===== config.mk =====
export PLATFORM = sky130hd
export DESIGN_NAME = rc2_block_cipher
export DESIGN_NICKNAME = d
export VERILOG_FILES = /design/src/rtl/rc2_pkg.sv /design/src/rtl/rc2_ram.sv /design/src/rtl/rc2_front.sv /design/src/rtl/rc2_core.sv /design/src/rtl/rc2_block_cipher.sv
export VERILOG_INCLUDE_DIRS = /design/src /design/src/rtl
export SDC_FILE = /design/constraint.sdc
export NUM_CORES = 2
export LEC_CHECK = 0
export BUFFER_PORTS_ARGS = -buffer_cell sky130_fd_sc_hd__buf_2
export CAP_MARGIN = 10
export CELL_PAD_IN_SITES_DETAIL_PLACEMENT = 0
export CELL_PAD_IN_SITES_GLOBAL_PLACEMENT = 1
export CORE_AREA = 8 8 412 414
export CTS_CLUSTER_SIZE = 12
export DETAILED_ROUTE_END_ITERATION = 6
export DIE_AREA = 0 0 420 422
export PLACE_DENSITY_LB_ADDON = 0.1
export SYNTH_ARGS = -nofsm -noshare
export SYNTH_HDL_FRONTEND = slang
export SYNTH_SLANG_ARGS = --single-unit

===== constraint.sdc =====
create_clock -name clock -period 23.1 [get_ports clock]
set_clock_uncertainty 0.2 [all_clocks]
set_input_delay 1.155 -clock clock [delete_from_list [all_inputs] [get_ports clock]]
set_output_delay 1.155 -clock clock [all_outputs]
set_load 0.02 [all_outputs]

===== src/rtl/rc2_block_cipher_assert.svh =====
// assertion macros used by the rc2 core
`ifndef RC2_BLOCK_CIPHER_ASSERT_SVH
`define RC2_BLOCK_CIPHER_ASSERT_SVH

// same-cycle implication, checked out of reset
`define RC2_ASSERT_NOW(label, ante, cons) \
   label: assert property (@(posedge clock) disable iff (reset) (ante) |-> (cons)) \
      else $error("rc2 check failed");

// next-cycle implication, checked out of reset
`define RC2_ASSERT_NEXT(label, ante, cons) \
   label: assert property (@(posedge clock) disable iff (reset) (ante) |=> (cons)) \
      else $error("rc2 check failed");

`endif


===== src/rtl/rc2_pkg.sv =====
package rc2_pkg;

   // operation codes
   localparam logic [1:0] OP_LOAD = 2'd0;
   localparam logic [1:0] OP_ENC  = 2'd1;
   localparam logic [1:0] OP_DEC  = 2'd2;
   localparam logic [1:0] OP_NOP  = 2'd3;

   // register indexes
   localparam logic REG_KEY_LENGTH = 1'b0;
   localparam logic REG_EFF_BITS   = 1'b1;

   localparam int          STORE_BYTES  = 128;
   localparam logic [10:0] MAX_EFF_BITS = 11'd1024;
   localparam logic [7:0]  KEY_LEN_RST  = 8'd16;

   // word passed from the front queue to the core
   typedef struct packed {
      logic [1:0]  op;
      logic [7:0]  key_byte;
      logic [63:0] data;
   } cmd_type;

   // fixed permutation of the key schedule
   localparam logic [7:0] PI_TABLE [0:255] = '{
      8'd217,8'd120,8'd249,8'd196,8'd25,8'd221,8'd181,8'd237,
      8'd40,8'd233,8'd253,8'd121,8'd74,8'd160,8'd216,8'd157,
      8'd198,8'd126,8'd55,8'd131,8'd43,8'd118,8'd83,8'd142,
      8'd98,8'd76,8'd100,8'd136,8'd68,8'd139,8'd251,8'd162,
      8'd23,8'd154,8'd89,8'd245,8'd135,8'd179,8'd79,8'd19,
      8'd97,8'd69,8'd109,8'd141,8'd9,8'd129,8'd125,8'd50,
      8'd189,8'd143,8'd64,8'd235,8'd134,8'd183,8'd123,8'd11,
      8'd240,8'd149,8'd33,8'd34,8'd92,8'd107,8'd78,8'd130,
      8'd84,8'd214,8'd101,8'd147,8'd206,8'd96,8'd178,8'd28,
      8'd115,8'd86,8'd192,8'd20,8'd167,8'd140,8'd241,8'd220,
      8'd18,8'd117,8'd202,8'd31,8'd59,8'd190,8'd228,8'd209,
      8'd66,8'd61,8'd212,8'd48,8'd163,8'd60,8'd182,8'd38,
      8'd111,8'd191,8'd14,8'd218,8'd70,8'd105,8'd7,8'd87,
      8'd39,8'd242,8'd29,8'd155,8'd188,8'd148,8'd67,8'd3,
      8'd248,8'd17,8'd199,8'd246,8'd144,8'd239,8'd62,8'd231,
      8'd6,8'd195,8'd213,8'd47,8'd200,8'd102,8'd30,8'd215,
      8'd8,8'd232,8'd234,8'd222,8'd128,8'd82,8'd238,8'd247,
      8'd132,8'd170,8'd114,8'd172,8'd53,8'd77,8'd106,8'd42,
      8'd150,8'd26,8'd210,8'd113,8'd90,8'd21,8'd73,8'd116,
      8'd75,8'd159,8'd208,8'd94,8'd4,8'd24,8'd164,8'd236,
      8'd194,8'd224,8'd65,8'd110,8'd15,8'd81,8'd203,8'd204,
      8'd36,8'd145,8'd175,8'd80,8'd161,8'd244,8'd112,8'd57,
      8'd153,8'd124,8'd58,8'd133,8'd35,8'd184,8'd180,8'd122,
      8'd252,8'd2,8'd54,8'd91,8'd37,8'd85,8'd151,8'd49,
      8'd45,8'd93,8'd250,8'd152,8'd227,8'd138,8'd146,8'd174,
      8'd5,8'd223,8'd41,8'd16,8'd103,8'd108,8'd186,8'd201,
      8'd211,8'd0,8'd230,8'd207,8'd225,8'd158,8'd168,8'd44,
      8'd99,8'd22,8'd1,8'd63,8'd88,8'd226,8'd137,8'd169,
      8'd13,8'd56,8'd52,8'd27,8'd171,8'd51,8'd255,8'd176,
      8'd187,8'd72,8'd12,8'd95,8'd185,8'd177,8'd205,8'd46,
      8'd197,8'd243,8'd219,8'd71,8'd229,8'd165,8'd156,8'd119,
      8'd10,8'd166,8'd32,8'd104,8'd254,8'd127,8'd193,8'd173
   };

endpackage


===== src/rtl/rc2_ram.sv =====
module rc2_ram #(
   parameter int WIDTH = 8,
   parameter int DEPTH = 64
) (
   input  logic                     clock,
   input  logic                     we,
   input  logic [$clog2(DEPTH)-1:0] waddr,
   input  logic [WIDTH-1:0]         wdata,
   input  logic [$clog2(DEPTH)-1:0] raddr_a,
   input  logic [$clog2(DEPTH)-1:0] raddr_b,
   output logic [WIDTH-1:0]         rdata_a,
   output logic [WIDTH-1:0]         rdata_b
);

   logic [WIDTH-1:0] mem_ff [DEPTH];
   logic [WIDTH-1:0] rdata_a_ff;
   logic [WIDTH-1:0] rdata_b_ff;

   // one write port, two registered read ports
   always_ff @(posedge clock) begin
      if (we) begin
         mem_ff[waddr] <= wdata;
      end
      rdata_a_ff <= mem_ff[raddr_a];
      rdata_b_ff <= mem_ff[raddr_b];
   end

   assign rdata_a = rdata_a_ff;
   assign rdata_b = rdata_b_ff;

endmodule


===== src/rtl/rc2_front.sv =====
module rc2_front import rc2_pkg::*; #(
   parameter int DEPTH = 2
) (
   input  logic        clock,
   input  logic        reset,
   input  logic        req_push,
   output logic        req_full,
   input  logic [1:0]  req_operation,
   input  logic [7:0]  req_key_byte,
   input  logic [63:0] req_data_in,
   output logic        cmd_valid,
   input  logic        cmd_ready,
   output cmd_type     cmd
);

   localparam int PW = (DEPTH > 1) ? $clog2(DEPTH) : 1;
   localparam int CW = $clog2(DEPTH + 1);

   cmd_type         slot_ff [DEPTH];
   logic [PW-1:0]   wr_ptr_ff, wr_ptr_in;
   logic [PW-1:0]   rd_ptr_ff, rd_ptr_in;
   logic [CW-1:0]   cnt_ff, cnt_in;
   logic            accept;
   logic            enq;
   logic            deq;

   // accept words while not full, queue only the ones the core acts on
   assign req_full  = (cnt_ff == CW'(DEPTH));
   assign accept    = req_push && !req_full;
   assign enq       = accept && (req_operation != OP_NOP);
   assign cmd_valid = (cnt_ff != '0);
   assign deq       = cmd_valid && cmd_ready;
   assign cmd       = slot_ff[rd_ptr_ff];

   // pointer and fill count
   always_comb begin
      wr_ptr_in = wr_ptr_ff;
      rd_ptr_in = rd_ptr_ff;
      cnt_in    = cnt_ff;
      if (enq) begin
         wr_ptr_in = (wr_ptr_ff == PW'(DEPTH - 1)) ? '0 : wr_ptr_ff + 1'b1;
      end
      if (deq) begin
         rd_ptr_in = (rd_ptr_ff == PW'(DEPTH - 1)) ? '0 : rd_ptr_ff + 1'b1;
      end
      if (enq && !deq) begin
         cnt_in = cnt_ff + 1'b1;
      end else if (deq && !enq) begin
         cnt_in = cnt_ff - 1'b1;
      end
   end

   always_ff @(posedge clock) begin
      if (reset) begin
         wr_ptr_ff <= '0;
         rd_ptr_ff <= '0;
         cnt_ff    <= '0;
      end else begin
         wr_ptr_ff <= wr_ptr_in;
         rd_ptr_ff <= rd_ptr_in;
         cnt_ff    <= cnt_in;
      end
   end

   // queue storage
   always_ff @(posedge clock) begin
      if (enq) begin
         slot_ff[wr_ptr_ff] <= '{op: req_operation, key_byte: req_key_byte,
                                 data: req_data_in};
      end
   end

endmodule


===== src/rtl/rc2_core.sv =====
`include "rc2_block_cipher_assert.svh"
module rc2_core import rc2_pkg::*; (
   input  logic        clock,
   input  logic        reset,
   input  logic        csr_write,
   input  logic        csr_index,
   input  logic [10:0] csr_wdata,
   input  logic        cmd_valid,
   output logic        cmd_ready,
   input  cmd_type     cmd,
   output logic        rsp_empty,
   input  logic        rsp_pop,
   output logic [63:0] rsp_data_out
);

   localparam logic [2:0] ST_IDLE  = 3'd0;
   localparam logic [2:0] ST_EXP1  = 3'd1;
   localparam logic [2:0] ST_EXP2F = 3'd2;
   localparam logic [2:0] ST_EXP2  = 3'd3;
   localparam logic [2:0] ST_CIPH  = 3'd4;
   localparam logic [2:0] ST_DONE  = 3'd5;

   logic [2:0]        state_ff, state_in;
   logic              phase_ff, phase_in;
   logic [7:0]        key_len_ff;
   logic [10:0]       eff_bits_ff;
   logic [7:0]        count_ff, count_in;
   logic [7:0]        idx_ff, idx_in;
   logic [7:0]        t_ff, t_in;
   logic [7:0]        t8_ff, t8_in;
   logic [7:0]        tm_ff, tm_in;
   logic              dec_ff, dec_in;
   logic [3:0]        j_ff, j_in;
   logic [1:0]        i_ff, i_in;
   logic              mash_ff, mash_in;
   logic [3:0][15:0]  r_ff, r_in;
   logic              out_valid_ff, out_valid_in;
   logic [63:0]       out_data_ff;
   logic              lsb_a_ff, lsb_b_ff;

   logic [7:0]        t_use;
   logic [10:0]       t1;
   logic [11:0]       t1_round;
   logic [2:0]        tm_shift;
   logic [8:0]        next_count;
   logic              slot_free;

   logic              ram_we;
   logic [6:0]        ram_waddr;
   logic [7:0]        ram_wdata;
   logic [6:0]        ra, rb;
   logic [7:0]        even_a, even_b, odd_a, odd_b;
   logic [7:0]        byte_a, byte_b;
   logic [7:0]        sum_ab;
   logic [15:0]       kw;
   logic [15:0]       ca, cb, cc, cx;
   logic [15:0]       fmix;
   logic [15:0]       vsum, vrot, xror, vdif;
   logic [15:0]       r_new;
   logic              seq_done;

   // config registers
   always_ff @(posedge clock) begin
      if (reset) begin
         key_len_ff  <= KEY_LEN_RST;
         eff_bits_ff <= '0;
      end else if (csr_write) begin
         if (csr_index == REG_KEY_LENGTH) begin
            key_len_ff <= csr_wdata[7:0];
         end else begin
            eff_bits_ff <= csr_wdata;
         end
      end
   end

   // key length in use and derived expansion constants
   always_comb begin
      if (key_len_ff == 8'd0) begin
         t_use = 8'd1;
      end else if (key_len_ff > 8'(STORE_BYTES)) begin
         t_use = 8'(STORE_BYTES);
      end else begin
         t_use = key_len_ff;
      end
      if (eff_bits_ff == '0 || eff_bits_ff > MAX_EFF_BITS) begin
         t1 = {t_use, 3'b000};
      end else begin
         t1 = eff_bits_ff;
      end
      t1_round   = {1'b0, t1} + 12'd7;
      tm_shift   = 3'(3'd0 - t1[2:0]);
      next_count = {1'b0, count_ff} + 9'd1;
   end

   // key store in even and odd byte banks
   rc2_ram #(.WIDTH(8), .DEPTH(STORE_BYTES / 2)) u_even (
      .clock   (clock),
      .we      (ram_we && !ram_waddr[0]),
      .waddr   (ram_waddr[6:1]),
      .wdata   (ram_wdata),
      .raddr_a (ra[6:1]),
      .raddr_b (rb[6:1]),
      .rdata_a (even_a),
      .rdata_b (even_b)
   );

   rc2_ram #(.WIDTH(8), .DEPTH(STORE_BYTES / 2)) u_odd (
      .clock   (clock),
      .we      (ram_we && ram_waddr[0]),
      .waddr   (ram_waddr[6:1]),
      .wdata   (ram_wdata),
      .raddr_a (ra[6:1]),
      .raddr_b (rb[6:1]),
      .rdata_a (odd_a),
      .rdata_b (odd_b)
   );

   always_ff @(posedge clock) begin
      lsb_a_ff <= ra[0];
      lsb_b_ff <= rb[0];
   end

   assign byte_a = lsb_a_ff ? odd_a : even_a;
   assign byte_b = lsb_b_ff ? odd_b : even_b;
   assign sum_ab = byte_a + byte_b;
   assign kw     = {odd_a, even_a};

   // read addresses per state
   always_comb begin
      ra = '0;
      rb = '0;
      unique case (state_ff)
         ST_EXP1: begin
            ra = 7'(idx_ff - 8'd1);
            rb = 7'(idx_ff - t_ff);
         end
         ST_EXP2F: begin
            ra = idx_ff[6:0];
         end
         ST_EXP2: begin
            ra = 7'(idx_ff + 8'd1);
            rb = 7'(idx_ff + t8_ff);
         end
         ST_CIPH: begin
            ra = mash_ff ? {r_ff[2'(i_ff + 2'd3)][5:0], 1'b0} : {j_ff, i_ff, 1'b0};
         end
         default: begin
            ra = '0;
         end
      endcase
   end

   // one mixing or mashing step on word i
   always_comb begin
      ca   = r_ff[2'(i_ff + 2'd3)];
      cb   = r_ff[2'(i_ff + 2'd2)];
      cc   = r_ff[2'(i_ff + 2'd1)];
      cx   = r_ff[i_ff];
      fmix = (ca & cb) | (~ca & cc);
      vsum = cx + kw + fmix;
      case (i_ff)
         2'd0:    vrot = {vsum[14:0], vsum[15]};
         2'd1:    vrot = {vsum[13:0], vsum[15:14]};
         2'd2:    vrot = {vsum[12:0], vsum[15:13]};
         default: vrot = {vsum[10:0], vsum[15:11]};
      endcase
      case (i_ff)
         2'd0:    xror = {cx[0], cx[15:1]};
         2'd1:    xror = {cx[1:0], cx[15:2]};
         2'd2:    xror = {cx[2:0], cx[15:3]};
         default: xror = {cx[4:0], cx[15:5]};
      endcase
      vdif = xror - kw - fmix;
      if (mash_ff) begin
         r_new = dec_ff ? (cx - kw) : (cx + kw);
      end else begin
         r_new = dec_ff ? vdif : vrot;
      end
   end

   assign slot_free = !out_valid_ff || rsp_pop;
   assign cmd_ready = (state_ff == ST_IDLE);

   // sequencer
   always_comb begin
      state_in     = state_ff;
      phase_in     = phase_ff;
      count_in     = count_ff;
      idx_in       = idx_ff;
      t_in         = t_ff;
      t8_in        = t8_ff;
      tm_in        = tm_ff;
      dec_in       = dec_ff;
      j_in         = j_ff;
      i_in         = i_ff;
      mash_in      = mash_ff;
      r_in         = r_ff;
      out_valid_in = out_valid_ff && !rsp_pop;
      ram_we       = 1'b0;
      ram_waddr    = idx_ff[6:0];
      ram_wdata    = PI_TABLE[sum_ab];
      seq_done     = 1'b0;
      unique case (state_ff)
         ST_IDLE: begin
            if (cmd_valid) begin
               phase_in = 1'b0;
               if (cmd.op == OP_LOAD) begin
                  // store the key byte, expand once the key is complete
                  ram_we    = 1'b1;
                  ram_waddr = count_ff[6:0];
                  ram_wdata = cmd.key_byte;
                  if (next_count >= {1'b0, t_use}) begin
                     count_in = '0;
                     t_in     = t_use;
                     t8_in    = t1_round[10:3];
                     tm_in    = 8'hFF >> tm_shift;
                     if (t_use == 8'(STORE_BYTES)) begin
                        state_in = ST_EXP2F;
                        idx_in   = 8'(STORE_BYTES) - t1_round[10:3];
                     end else begin
                        state_in = ST_EXP1;
                        idx_in   = t_use;
                     end
                  end else begin
                     count_in = next_count[7:0];
                  end
               end else begin
                  state_in = ST_CIPH;
                  dec_in   = (cmd.op == OP_DEC);
                  j_in     = (cmd.op == OP_DEC) ? 4'd15 : 4'd0;
                  i_in     = (cmd.op == OP_DEC) ? 2'd3 : 2'd0;
                  mash_in  = 1'b0;
                  r_in     = cmd.data;
               end
            end
         end
         ST_EXP1: begin
            phase_in = !phase_ff;
            if (phase_ff) begin
               ram_we    = 1'b1;
               ram_wdata = PI_TABLE[sum_ab];
               if (idx_ff == 8'(STORE_BYTES - 1)) begin
                  state_in = ST_EXP2F;
                  idx_in   = 8'(STORE_BYTES) - t8_ff;
               end else begin
                  idx_in = idx_ff + 8'd1;
               end
            end
         end
         ST_EXP2F: begin
            phase_in = !phase_ff;
            if (phase_ff) begin
               ram_we    = 1'b1;
               ram_wdata = PI_TABLE[byte_a & tm_ff];
               if (idx_ff == 8'd0) begin
                  state_in = ST_IDLE;
               end else begin
                  state_in = ST_EXP2;
                  idx_in   = idx_ff - 8'd1;
               end
            end
         end
         ST_EXP2: begin
            phase_in = !phase_ff;
            if (phase_ff) begin
               ram_we    = 1'b1;
               ram_wdata = PI_TABLE[byte_a ^ byte_b];
               if (idx_ff == 8'd0) begin
                  state_in = ST_IDLE;
               end else begin
                  idx_in = idx_ff - 8'd1;
               end
            end
         end
         ST_CIPH: begin
            phase_in = !phase_ff;
            if (phase_ff) begin
               r_in[i_ff] = r_new;
               if (!dec_ff) begin
                  if (i_ff != 2'd3) begin
                     i_in = i_ff + 2'd1;
                  end else if (!mash_ff && (j_ff == 4'd4 || j_ff == 4'd10)) begin
                     mash_in = 1'b1;
                     i_in    = 2'd0;
                  end else begin
                     mash_in  = 1'b0;
                     i_in     = 2'd0;
                     seq_done = (j_ff == 4'd15);
                     j_in     = j_ff + 4'd1;
                  end
               end else begin
                  if (i_ff != 2'd0) begin
                     i_in = i_ff - 2'd1;
                  end else if (!mash_ff && (j_ff == 4'd11 || j_ff == 4'd5)) begin
                     mash_in = 1'b1;
                     i_in    = 2'd3;
                  end else begin
                     mash_in  = 1'b0;
                     i_in     = 2'd3;
                     seq_done = (j_ff == 4'd0);
                     j_in     = j_ff - 4'd1;
                  end
               end
               if (seq_done) begin
                  state_in = ST_DONE;
               end
            end
         end
         ST_DONE: begin
            if (slot_free) begin
               out_valid_in = 1'b1;
               state_in     = ST_IDLE;
            end
         end
         default: begin
            state_in = ST_IDLE;
         end
      endcase
   end

   always_ff @(posedge clock) begin
      if (reset) begin
         state_ff     <= ST_IDLE;
         phase_ff     <= 1'b0;
         count_ff     <= '0;
         out_valid_ff <= 1'b0;
      end else begin
         state_ff     <= state_in;
         phase_ff     <= phase_in;
         count_ff     <= count_in;
         out_valid_ff <= out_valid_in;
      end
   end

   // datapath registers
   always_ff @(posedge clock) begin
      idx_ff  <= idx_in;
      t_ff    <= t_in;
      t8_ff   <= t8_in;
      tm_ff   <= tm_in;
      dec_ff  <= dec_in;
      j_ff    <= j_in;
      i_ff    <= i_in;
      mash_ff <= mash_in;
      r_ff    <= r_in;
      if (state_ff == ST_DONE && slot_free) begin
         out_data_ff <= r_ff;
      end
   end

   assign rsp_empty    = !out_valid_ff;
   assign rsp_data_out = out_data_ff;

   // checks
   `RC2_ASSERT_NOW(a_exp1_index, state_ff == ST_EXP1, idx_ff >= t_ff)
   `RC2_ASSERT_NOW(a_cipher_no_write, state_ff == ST_CIPH, !ram_we)
   `RC2_ASSERT_NOW(a_count_bound, 1'b1, count_ff < 8'(STORE_BYTES))
   `RC2_ASSERT_NEXT(a_done_delivers, state_ff == ST_DONE && slot_free, out_valid_ff)

endmodule


===== src/rtl/rc2_block_cipher.sv =====
// blocks: one at a time through the shared round unit (72 steps, each waiting on a registered
//   read of a key word from the key store); no new word is taken until the result is delivered
// key byte load: the last byte of a key starts an expansion of the key store, and no word is
//   taken until the expansion ends
// reset: synchronous, active high; clears control state, key length 16, effective bits 0
module rc2_block_cipher import rc2_pkg::*; #(
   parameter int CMD_DEPTH = 2
) (
   input  logic        clock,
   input  logic        reset,
   input  logic        req_push,
   output logic        req_full,
   input  logic [1:0]  req_operation,
   input  logic [7:0]  req_key_byte,
   input  logic [63:0] req_data_in,
   output logic        rsp_empty,
   input  logic        rsp_pop,
   output logic [63:0] rsp_data_out,
   input  logic        csr_write,
   input  logic        csr_index,
   input  logic [10:0] csr_wdata
);

   logic    cmd_valid;
   logic    cmd_ready;
   cmd_type cmd;

   // front: accepts and queues words
   rc2_front #(.DEPTH(CMD_DEPTH)) u_front (
      .clock         (clock),
      .reset         (reset),
      .req_push      (req_push),
      .req_full      (req_full),
      .req_operation (req_operation),
      .req_key_byte  (req_key_byte),
      .req_data_in   (req_data_in),
      .cmd_valid     (cmd_valid),
      .cmd_ready     (cmd_ready),
      .cmd           (cmd)
   );

   // back: key store, expansion and rounds
   rc2_core u_core (
      .clock        (clock),
      .reset        (reset),
      .csr_write    (csr_write),
      .csr_index    (csr_index),
      .csr_wdata    (csr_wdata),
      .cmd_valid    (cmd_valid),
      .cmd_ready    (cmd_ready),
      .cmd          (cmd),
      .rsp_empty    (rsp_empty),
      .rsp_pop      (rsp_pop),
      .rsp_data_out (rsp_data_out)
   );

endmodule

# Word-level counts from Yosys, hierarchy flattened
# Memory sizes are Yosys's and may differ from the RTL's. A register that Yosys moved wholly into a read port is not among the register bits.
# Index checks and enable logic that the tools add are counted.
# classes
add_sub_neg,25
n_lt_le_gt_ge,11
n_eq_ne,37
shift,1
mux,120
n_bitwise,11
n_reduce_logical,51
# ops
cell,count
64-bit two-way mux,3
8-bit two-way mux,23
16-bit binary-select mux with 2-bit select,4
16-bit two-way mux,8
64-bit case mux with 2 select lines,1
16-bit case mux with 3 select lines,2
64-bit bitwise mux,1
8-bit case mux with 3 select lines,2
16-bit subtractor,3
4-bit two-way mux,9
3-bit two-way mux,11
16-bit adder,2
16-bit bitwise AND,2
16-bit demux with 2-bit select,1
1-bit two-way mux,31
7-bit two-way mux,4
7-bit case mux with 4 select lines,1
"9-bit >= comparator, second input constant",3
8-bit inverter with 9-bit output,3
"2-bit by 1-bit inequality test with 1-bit output, second input constant",12
2-bit two-way mux,11
3-bit case mux with 6 select lines,1
8-bit zero test,2
16-bit inverter,1
61 further kinds,115
# totals
regBits,205
ram_bits,1172
mem_bits_ro,6144
input_bits,91
output_inout_bits,66
wordCells,286
n_memories,6
# mem_list
memory,words,width,read_ports,rd_clocked_by_memory_dff,wr,line_no,text
(no name shown),256,8,1,0,0,rc2_core.sv:201,ram_wdata = PI_TABLE[sum_ab];
(no name shown),256,8,1,0,0,rc2_core.sv:254,ram_wdata = PI_TABLE[byte_a & tm_ff];
(no name shown),256,8,1,0,0,rc2_core.sv:267,ram_wdata = PI_TABLE[byte_a ^ byte_b];
u_core.u_even.mem_ff,64,8,2,2,1,rc2_ram.sv:15,logic [WIDTH-1:0] mem_ff [DEPTH];
u_core.u_odd.mem_ff,64,8,2,2,1,rc2_ram.sv:15,
u_front.slot_ff,2,74,1,1,1,rc2_front.sv:19,cmd_type slot_ff [DEPTH];

# Longest topological paths before layout
# depth
ltp_word,13
ltp_mapped,28
ltp_nobuf,20

# Cells and area by module
# A second synthesis with hierarchy kept.
# hier_totals
hier_cells,6050
area_unflattened_um2,80435.9
# modules_own_cells
mod,instances,cells_each,area_each_um2,seq_area_each_um2
rc2_ram,2,1211,24274.5,15695.1
rc2_core,1,3373,26325.2,5665.4
rc2_front,1,255,5561.6,4544.4

# Worst setup path before layout
# OpenSTA, ideal clock, no wires.
# synth_path
kind,reg2reg
from,register u_core.lsb_a_ff
to,memory u_core.u_even.mem_ff[0][7] (data pin)
arrival_ps,6494
required_ps,22028
path_slack_ps,15534
path_stages_with_launch,15
path_buffers,3
period_less_slack_ps,7566
cell_sequence,dfxtp_1 -> buf_2 -> mux2_2 -> nand2_1 -> clkbuf_1 -> ha_1 -> clkbuf_1 -> o21ai_0 -> nor2_1 -> or3_1 -> a21oi_1 -> a311oi_1 -> a21oi_1 -> o21ai_0 -> o211ai_1
# synth_via
elab_chain_cells,9
elab_cells_between_ends,21
cone_classes,add/sub (1); mux (12); bitwise (5); memory (3)
# synth_lines
element,line_no,text
start: declaration,rc2_core.sv:39,"logic lsb_a_ff, lsb_b_ff;"
start signal: assignment,rc2_core.sv:119,lsb_a_ff <= ra[0];
8-bit two-way mux (*),rc2_core.sv:123,assign byte_a = lsb_a_ff ? odd_a : even_a;
8-bit adder,rc2_core.sv:125,assign sum_ab = byte_a + byte_b;
8-bit inverter with 9-bit output (not written as such),"rc2_core.sv:201, rc2_core.sv:241",
memory read 256 x 8 bit,--,
8-bit two-way mux (not written as such) (2 in a row),rc2_core.sv:201,
8-bit two-way mux,rc2_core.sv:207,if (cmd.op == OP_LOAD) begin
8-bit two-way mux,rc2_core.sv:205,if (cmd_valid) begin
8-bit case mux with 3 select lines (*),rc2_core.sv:203,unique case (state_ff)
net u_core.ram_wdata[7],rc2_core.sv:50,logic [7:0] ram_wdata;
end: declaration,rc2_ram.sv:15,
# Mark *: on every way through the listed nets, which the timed path passes. The rest lies on a longest branch. The select of a mux whose other input is x is not followed.

# Worst setup path in the final report
# layout_path
from,register u_core.lsb_a_ff
to,memory u_core.u_even.mem_ff[1][1] (data pin)
# The elaborated chain is that of the path after synthesis.

==> flow_metrics.tcl <==
set metrics [dict create \
    die_x_um 420 \
    hp-class "flip-flop to flip-flop" \
    synth_sequential_area_ratio 0.513 \
    grt_pass1_wl_um 423000 \
    tightestPinTransition_ns 1.27 \
    placed_cells 9493 \
    firstDrtPassIters 7 \
    place_area_um2 83600 \
    cts-buffers-inserted 153 \
    nets 7720 \
    fin_setup_tns_ns 0 \
    synthFlopType "edfxtp_1" \
    mappedNetlistArea_um2 81000 \
    num_io_pins 157 \
    arrival_ns 7.95 \
    max-cap-violations 0 \
    dieArea_um2 177000 \
    report.final.hold_viol_count 0 \
    htree_levels 4 \
    max_freq_mhz 130 \
    hold-worst-slack_ns 0.282 \
    status "complete, but fails checks" \
    clk_pin_slew_ns 0.06 \
    timing.rr.end "u_core.u_even.mem_ff[1][1]" \
    cp_data_required_time_ns 23.37 \
    postSynthCellCount 7643 \
    synth-edff-count 1338 \
    timing.rr.start "u_core.lsb_a_ff" \
    end_kind "flip-flop" \
    yosysWarnings 0 \
    clock_path_buffers 3 \
    violations "design-rule violations" \
    finalMaxSlewViolations 0 \
    yosys.cell_count.top_type "nand2_1" \
    final-setup-viol-count 0 \
    place_congestion 0.961 \
    maxSlewHeadroom 0.153 \
    num_vias 66300 \
    port_buffers 156 \
    synth_top_cell_area_share 0.496 \
    worstSetupStartpointType "flip-flop" \
    area_delta_synth_final_pct 9.27 \
    synth_area_per_cell_um2 10.6 \
    die_y_um 422 \
    r2r_cells 16 \
    yosys.area.top_type "edfxtp_1" \
    first_iter_violations 9402 \
    grt_usage 0.315 \
    dp.final_hpwl_um 186000 \
    whs_endpoint "u_core.eff_bits_ff[1]" \
    initial_core_util 0.496 \
    cts_resized 0 \
    cts_tree "done" \
    min_from "u_core.eff_bits_ff[1]" \
    antenna_left 0 \
    n_fill_cell 14300 \
    rows 149 \
    drc 10 \
    path_class "flip-flop to flip-flop" \
    root_buffer "clkbuf_16" \
    synth_commonest_cells "nand2_1, edfxtp_1, clkbuf_1, nor2_1, nand3_1" \
    fin_cells 9769 \
    yosys_register_bits 1409 \
    overflow 0 \
    antenna_found_initial 4 \
    drive_gt1_frac 0.116 \
    viasPerCell 6.78 \
    wirelength_um 290000 \
    cts-hold-fix-buffers 0 \
    async_reset_ff_frac 0 \
    ys_types 81 \
    cts.sinks 1409 \
    grt_pass1_vias 62100 \
    synthTopCellsByArea "edfxtp_1, mux4_2, nand2_1" \
    r2r_slack_ns 15.42 \
    rsz0062_at_grt "no" \
    postCtsSetupBuffers 0 \
    synth_fp_nets 7904 \
    grt_max_degree 176 \
    core_um2 163000 \
    clk_latency_ns 0.82 \
    period_minus_slack_ns 7.68 \
    path_max_fanout 81 \
    hold-path-cell-count 2 \
    period_share 0.333 \
    avgRoutedWirePerCell_um 29.7 \
    final_area_um2 88600 \
]
==> worst max-delay path: stages (launching register included) <==
cell	delay, ns
dfxtp_1	0.56
mux2i_2	0.53
inv_1	0.32
ha_4	0.71
buf_4	0.58
inv_2	0.41
xnor2_2	0.23
buf_4	0.32
nor2_1	0.47
nor2_1	0.23
a221oi_1	0.31
a21oi_1	0.11
a311oi_1	0.28
o21ai_0	0.33
o2111ai_4	0.21
buf_4	0.46
buf_4	0.77
==> registers in the layout, indices dropped and copies added (netlist names), 8 cells and up, named ones only <==
register               flops
u_core.u_even.mem_ff     512
u_core.rsp_data_out       64
u_core.key_len_ff          8
u_core.r_ff               64
u_core.u_odd.rdata_b       8
u_core.u_odd.mem_ff      512
u_core.u_even.rdata_b      8
u_core.idx_ff              8
u_core.eff_bits_ff        11
u_core.u_even.rdata_a      8
u_front.slot_ff          148
u_core.count_ff            8
u_core.u_odd.rdata_a       8
u_core.t8_ff               8
==> through the flow <==
step | setup WS [ns] | util
after global routing | 15.06 | 0.542
after floorplan | 15.53 | -
final | 15.42 | 0.542
after detailed placement | 15.69 | 0.511
after global placement | 15.52 | 0.511
after CTS | 15.64 | 0.542
==> cells in the final DEF, fill, tap and decap left out, types with 44 or more instances in the layout <==
cell type	count
nand2_1	1453
dfxtp_1	70
clkbuf_16	154
mux2i_1	139
nor3_1	87
edfxtp_1	1338
a221oi_1	44
o21ai_0	319
a311o_1	72
nor2_1	429
a31oi_1	150
inv_1	131
a211o_1	64
mux4_2	263
a311oi_1	83
a211oi_1	251
buf_2	157
o22ai_1	86
nand3_1	412
a21oi_1	372
xnor2_1	75
o211ai_1	167
ha_1	145
buf_4	139
and2_1	178
==> layer usage <==
layer,global-route usage,part of all wire
met1,0.435,0.40
met2,0.497,0.46
met3,0.0562,0.097
met4,0.119,0.044
met5,0,0
==> logic make-up after synthesis <==
kind of cell	share of synthesized area
simple gates	0.152
mux	0.0936
fa+ha+maj	0.0282
xor+xnor	0.0137
buf+inv	0.0376
flops	0.513
compound gates	0.162
==> worst max-delay path by stage <==
stage                  startpoint                         end  slack [ns]  cells past startpoint
3_3_place_gp   u_core.state_ff[0]    u_core.u_even.rdata_b[6]       15.52                     16
5_1_grt           u_core.lsb_a_ff  u_core.u_even.mem_ff[0][1]       15.06                     16
3_5_place_dp      u_core.lsb_a_ff  u_core.u_even.mem_ff[0][1]       15.69                     16
6_report          u_core.lsb_a_ff  u_core.u_even.mem_ff[1][1]       15.42                     16
4_1_cts           u_core.lsb_a_ff  u_core.u_even.mem_ff[1][1]       15.64                     16
2_1_floorplan     u_core.lsb_a_ff  u_core.u_even.mem_ff[0][7]       15.53                     14
==> cell type report <==
cell class | instances | area (µm²) | area share
flip-flops and latches | 1409 | 41600 | 0.470
well taps | 2189 | 2740 | 0.0309
clock buffers | 207 | 4170 | 0.0471
clock inverters | 67 | 761 | 0.00859
inverters | 137 | 514 | 0.00581
repair buffers | 305 | 2010 | 0.0227
multi-input cells | 5453 | 36800 | 0.415
diodes | 2 | 5.00 | 0.0000565
Power is not shown: default switching activity piles up to over one toggle a cycle in this logic, so the estimate is an artifact.
